==> src/rtl/tlfq_pkg.sv <==
`timescale 1ns / 1ps

package tlfq_pkg;

    // Default number of entries in each job queue.
    localparam int QUEUE_DEPTH = 64;

    // Field widths of a job.
    localparam int ID_W    = 16;
    localparam int BURST_W = 16;
    localparam int CNT_W   = 16;

    // Saturation value of the tick counters.
    localparam logic [CNT_W-1:0] CNT_MAX = 16'hFFFF;

    // Operation codes of an input beat.
    localparam logic OP_ARRIVE = 1'b0;
    localparam logic OP_TICK   = 1'b1;

    // Result status codes.
    localparam logic [1:0] ST_TICK      = 2'd0;
    localparam logic [1:0] ST_ACCEPTED  = 2'd1;
    localparam logic [1:0] ST_DROP_ZERO = 2'd2;
    localparam logic [1:0] ST_DROP_FULL = 2'd3;

    // Configuration register indexes.
    localparam logic [1:0] CFG_QUANTUM_LOW    = 2'd0;
    localparam logic [1:0] CFG_QUANTUM_HIGH   = 2'd1;
    localparam logic [1:0] CFG_ELEVATE_ENABLE = 2'd2;
    localparam logic [1:0] CFG_ELEVATE_PERIOD = 2'd3;

    // Configuration values after reset.
    localparam logic [15:0] RST_QUANTUM_LOW    = 16'd4;
    localparam logic [15:0] RST_QUANTUM_HIGH   = 16'd7;
    localparam logic        RST_ELEVATE_ENABLE = 1'b0;
    localparam logic [15:0] RST_ELEVATE_PERIOD = 16'd4;

    // One queued or running job.
    typedef struct packed {
        logic [ID_W-1:0]    id;
        logic               prio;
        logic [BURST_W-1:0] burst;
        logic [CNT_W-1:0]   served;
    } t_job;

    // Commands from the sequencer to one job queue.
    typedef struct packed {
        logic push;
        logic pop;
        t_job wdata;
    } t_ring_ctl;

endpackage

==> src/rtl/tlfq_ring.sv <==
`timescale 1ns / 1ps

module tlfq_ring #(
    parameter int DEPTH = tlfq_pkg::QUEUE_DEPTH
) (
    input  logic                      i_clk,
    input  logic                      i_rst_n,
    input  tlfq_pkg::t_ring_ctl       i_ctl,
    output tlfq_pkg::t_job            o_rdata,
    output logic [$clog2(DEPTH+1)-1:0] o_count
);

    localparam int PTR_W = $clog2(DEPTH);
    localparam int NUM_W = $clog2(DEPTH + 1);

    tlfq_pkg::t_job r_mem [DEPTH];
    tlfq_pkg::t_job r_rdata;

    logic [PTR_W-1:0] r_head;
    logic [PTR_W-1:0] r_tail;
    logic [NUM_W-1:0] r_count;
    logic [PTR_W-1:0] n_head;
    logic [PTR_W-1:0] n_tail;
    logic [NUM_W-1:0] n_count;

    // Pointer advance with wrap at the last entry.
    always_comb begin
        n_head  = r_head;
        n_tail  = r_tail;
        n_count = r_count;
        if (i_ctl.pop) begin
            n_head = (r_head == PTR_W'(DEPTH - 1)) ? '0 : r_head + 1'b1;
        end
        if (i_ctl.push) begin
            n_tail = (r_tail == PTR_W'(DEPTH - 1)) ? '0 : r_tail + 1'b1;
        end
        if (i_ctl.push && !i_ctl.pop) begin
            n_count = r_count + 1'b1;
        end else if (i_ctl.pop && !i_ctl.push) begin
            n_count = r_count - 1'b1;
        end
    end

    always_ff @(posedge i_clk) begin
        if (!i_rst_n) begin
            r_head  <= '0;
            r_tail  <= '0;
            r_count <= '0;
        end else begin
            r_head  <= n_head;
            r_tail  <= n_tail;
            r_count <= n_count;
        end
    end

    // Job store: one write port at the tail, one registered read at the head.
    // Head and tail meet when both are used in one cycle only if the queue is full.
    always_ff @(posedge i_clk) begin
        if (i_ctl.push) begin
            r_mem[r_tail] <= i_ctl.wdata;
        end
    end

    always_ff @(posedge i_clk) begin
        if (i_ctl.pop) begin
            r_rdata <= r_mem[r_head];
        end
    end

    assign o_rdata = r_rdata;
    assign o_count = r_count;

`ifndef SYNTHESIS
    a_no_pop_empty: assert property (@(posedge i_clk) disable iff (!i_rst_n)
        i_ctl.pop |-> (r_count != '0))
        else $error("pop from an empty queue");

    a_no_push_full: assert property (@(posedge i_clk) disable iff (!i_rst_n)
        (i_ctl.push && !i_ctl.pop) |-> (r_count != NUM_W'(DEPTH)))
        else $error("push into a full queue");

    a_count_bound: assert property (@(posedge i_clk) disable iff (!i_rst_n)
        r_count <= NUM_W'(DEPTH))
        else $error("queue count beyond depth");

    a_count_push: assert property (@(posedge i_clk) disable iff (!i_rst_n)
        (i_ctl.push && !i_ctl.pop) |=> (r_count == $past(r_count) + 1'b1))
        else $error("queue count did not follow a push");
`endif

endmodule

==> config.mk <==
export PLATFORM = sky130hd
export DESIGN_NAME = tlfq_ring
export DESIGN_NICKNAME = d
export VERILOG_FILES = /design/src/rtl/tlfq_pkg.sv /design/src/rtl/tlfq_ring.sv
export SDC_FILE = /design/constraint.sdc
export NUM_CORES = 2
export LEC_CHECK = 0
export BUFFER_PORTS_ARGS = -buffer_cell sky130_fd_sc_hd__buf_2
export CORE_AREA = 2 2 473 475
export DETAILED_ROUTE_END_ITERATION = 7
export DIE_AREA = 0 0 475 477
export GPL_ROUTABILITY_DRIVEN = 0
export PLACE_DENSITY = 0.71
export SETUP_SLACK_MARGIN = 0.2
export SYNTH_ARGS = -nofsm -noshare
export SYNTH_HDL_FRONTEND = slang
export SYNTH_SLANG_ARGS = --single-unit
==> constraint.sdc <==
create_clock -name i_clk -period 7.08 [get_ports i_clk]
set_input_delay 1.416 -clock i_clk [delete_from_list [all_inputs] [get_ports i_clk]]
set_output_delay 1.416 -clock i_clk [all_outputs]
set_load 0.01 [all_outputs]
==> results.json <==
{
  "cts_resized": 0,
  "critical_path.reg2reg.startpoint": "r_head[0]$_SDFFE_PN0P_",
  "total_of_flip_flops_plus_latches_after_synthesis": 3204,
  "cts.sinks": 3204,
  "maxSlewHeadroom_pct": 4.194,
  "start_util_pct": 54.63,
  "worst_setup_start_kind": "flip-flop",
  "vias": 59576,
  "outcome": "finished, final reports clean",
  "cts_made_buffers": 326,
  "std_cell_rows": 173,
  "max_slew.worst_pin.slew_ns": 1.434,
  "synthesis.nets": 5245,
  "power_per_cell_area_mw_per_mm2": 288.4,
  "leakage_nw": 41.68,
  "critical-path-max-stage-delay_ns": 0.68,
  "timing.final.hold_violations": 0,
  "placed_cells": 8165,
  "min_period_over_period_pct": 58.15,
  "n_fill_cell": 14605,
  "ctsHtreeMaxLevel": 5,
  "worst_ep_required_time_ns": 7.59,
  "finish.cell_count_without_fillers": 8737,
  "net-switching-power_mw": 8.297,
  "grt_antenna_before_repair": 27,
  "groute.usage.overall_pct": 28.50,
  "design.core.area_mm2": 0.2214,
  "rr_endpoint": "o_rdata[46]$_DFFE_PP_",
  "cts_tree": "yes",
  "pre_cts_ws_ns": 2.461,
  "cts_hold_buf": 0,
  "power.share.clock_pct": 40.8,
  "synth.distinct_cells": 51,
  "die_h_um": 477,
  "critical_path_class": "flip-flop to flip-flop",
  "number_of_warning_messages_in_the_yosys_log": 0,
  "ant_nets": 0,
  "setup_viol": 0,
  "grt_setup_unrepaired": "no",
  "number_of_global_route_vias_before_repair": 58555,
  "clock_transition_at_the_registers_of_the_reported_paths_ns": 0.07,
  "drt_iter0_drc": 8974,
  "endpoint_kind": "flip-flop",
  "die_w_um": 475,
  "grt_first_pass_wirelength_um": 449700,
  "postLayoutCellArea_mm2": 0.1359,
  "cts_post_setup_buffers_inserted": 0,
  "max-clock-path-buffers": 4,
  "cts-root-buf": "sky130_fd_sc_hd__clkbuf_16",
  "drv_cap": 0,
  "hold_path_class": "flip-flop to flip-flop",
  "placedInstanceArea_mm2": 0.1262,
  "drive_gt1_share_pct": 26.66,
  "worst_clock_skew_ns": 0.07449,
  "internal-power_mw": 30.90,
  "power.sequential.fraction_pct": 53.7,
  "floorplan.io_pins": 109,
  "period_minus_slack_ns": 4.117,
  "detailed_route_wire_length_um": 322300,
  "synth_seq_area_share_pct": 79.37,
  "nets": 5580,
  "worstRegToRegCells": 6,
  "fp.dieArea_mm2": 0.2266,
  "detail_route.wl_per_cell_um": 36.89,
  "syn-mean-instance-area_um2": 23.34,
  "timing.critical_path.buf_inv": 2,
  "setup_slack_ns": 2.963,
  "regArea_mm2": 0.09604,
  "globalRoute.totalOverflow": 0,
  "yosys_most_used_dff": "sky130_fd_sc_hd__edfxtp_1",
  "flow.area_growth_from_synthesis_pct": 12.34,
  "synth_area_mm2": 0.1210,
  "worstPathCellList": "buf_12 -> buf_4 -> mux4_2 -> a22o_1 -> a221oi_1 -> o221ai_1",
  "post_synthesis_instance_total": 5183,
  "number_of_flops_mapped_to_enable_cells_by_yosys": 3185,
  "total_power_draw_mw": 39.20,
  "place.detailed.hpwl_um": 186200,
  "setup_tns_ns": 0,
  "postSynth.asyncResetShare_pct": 0,
  "clock_insertion_delay_worst_skew_ns": 0.95,
  "r2r_slack_ns": 2.96,
  "via_per_inst": 6.819,
  "critical-path-top-delay-family": "compound AO/OA/AOI/OAI gates",
  "worst_ir_drop_vdd_mv": 0.2555,
  "switching_share_of_power_pct": 21.17,
  "whs_path_depth": 2,
  "worst_path_max_delay_cell": "sky130_fd_sc_hd__a221oi_1",
  "multi_input_area_mm2": 0.02406,
  "min_from": "o_count[6]$_SDFFE_PN0P_",
  "hold_path_end": "o_count[6]$_SDFFE_PN0P_",
  "grt_max_degree": 112,
  "crit_arrival_ns": 4.63,
  "post-route-util_pct": 61.37,
  "hold_slack_ns": 0.4753,
  "drc_errors": 0,
  "timing_max_transition_violations_final": 0,
  "critPathMaxFanout": 25,
  "dr.pass1.iters": 6,
  "max_freq_mhz": 242.9,
  "combPwrFrac_pct": 5.5,
  "port_buffers": 108
}
[logic make-up after synthesis]
group | share of synthesized area, %
muxes | 14.82
xor gates and xnor gates | 0.07963
buffers and inverters | 1.195
adders and majority gates | 0.09929
AOI/OAI and AO/OA | 3.669
and+or+nand+nor | 0.7633
DFF | 79.37
[registers in the layout, indices dropped and copies added, names as in the netlist]
register and flops:
o_rdata 49, r_tail 6, r_head 6, r_mem 3136, o_count 7
[worst min-delay path: stages, from the launching register on]
cell                      delay (ns)
sky130_fd_sc_hd__dfxtp_1        0.32
sky130_fd_sc_hd__nand2_1        0.06
sky130_fd_sc_hd__mux2i_1        0.05
[Yosys cell counts (8+ instances only)]
master / count / area (um^2)
sky130_fd_sc_hd__a211o_1: 33 / 289.0
sky130_fd_sc_hd__a211oi_1: 66 / 495.5
sky130_fd_sc_hd__a21oi_1: 9 / 45.04
sky130_fd_sc_hd__a221oi_1: 105 / 919.6
sky130_fd_sc_hd__a22o_1: 117 / 1025
sky130_fd_sc_hd__a22oi_1: 47 / 352.8
sky130_fd_sc_hd__and2_1: 11 / 68.82
sky130_fd_sc_hd__and4_1: 8 / 70.07
sky130_fd_sc_hd__buf_1: 24 / 90.09
sky130_fd_sc_hd__buf_2: 102 / 510.5
sky130_fd_sc_hd__buf_6: 16 / 180.2
sky130_fd_sc_hd__clkbuf_1: 159 / 596.8
sky130_fd_sc_hd__dfxtp_1: 19 / 380.4
sky130_fd_sc_hd__edfxtp_1: 3185 / 95640
sky130_fd_sc_hd__ha_1: 8 / 100.1
sky130_fd_sc_hd__mux2i_1: 192 / 1922
sky130_fd_sc_hd__mux4_2: 711 / 16010
sky130_fd_sc_hd__nand2_1: 33 / 123.9
sky130_fd_sc_hd__nand2b_1: 9 / 56.30
sky130_fd_sc_hd__nand3_1: 10 / 50.05
sky130_fd_sc_hd__nor2_1: 83 / 311.6
sky130_fd_sc_hd__nor2b_1: 14 / 87.58
sky130_fd_sc_hd__o21ai_0: 35 / 175.2
sky130_fd_sc_hd__o221ai_1: 84 / 735.7
sky130_fd_sc_hd__o22ai_1: 40 / 250.2
sky130_fd_sc_hd__xnor2_1: 10 / 87.58
[cells in the final DEF, fill, tap and decap left out, drive strengths merged, types with 10 or more instances in the layout]
cell	count
mux2i	192
buf	315
clkinvlp	10
nor2	84
diode	11
xnor2	10
nor2b	14
o221ai	84
edfxtp	3185
bufinv	14
nand3	10
clkbuf	406
o21ai	35
mux4	711
nand2	33
a22o	117
dfxtp	19
clkinv	126
a221oi	105
and2	11
a211o	33
a22oi	47
o22ai	40
a211oi	66
[layer usage]
layer	up-vias	global-route usage [%]	wire length (um)
met5	-	0	96
met4	16	13.09	15930
met3	670	6.473	36840
met2	4161	43.72	153000
met1	31558	39.46	116500
li1	23171	-	-
[worst max path at each step]
stage	start	endpoint	slack, ns	cells past startpoint
finish	r_head[0]$_SDFFE_PN0P_	o_rdata[46]$_DFFE_PP_	2.96	6
global route	r_head[0]$_SDFFE_PN0P_	o_rdata[2]$_DFFE_PP_	2.98	5
CTS	r_head[0]$_SDFFE_PN0P_	o_rdata[46]$_DFFE_PP_	3.02	6
detailed placement	i_ctl[50]	r_mem[58][7]$_DFFE_PP_	2.46	5
global placement	i_ctl[50]	r_mem[58][27]$_DFFE_PP_	2.44	5
floorplan	i_ctl[50]	r_mem[40][0]$_DFFE_PP_	1.20	5
[power groups by stage]
stage	clock network [mW]	logic [mW]	registers, mW
after floorplan	0	1.21	21.4
after global placement	0	2.13	21.4
after detailed placement	0	2.16	21.4
after CTS	16.1	2.17	21.0
after global routing	16.8	2.26	21.0
final	16.0	2.16	21.1
[layout make-up]
type	instances	area share (%)
Sequential cell	3204	70.67
Multi-Input combinational cell	1667	17.71
Clock buffer	406	6.348
Tap cell	2975	2.739
Timing Repair Buffer	315	1.709
Clock inverter	155	0.8000
Antenna cell	11	0.02025
Inverter	4	0.01105
Power figures use the tool's default switching activity.
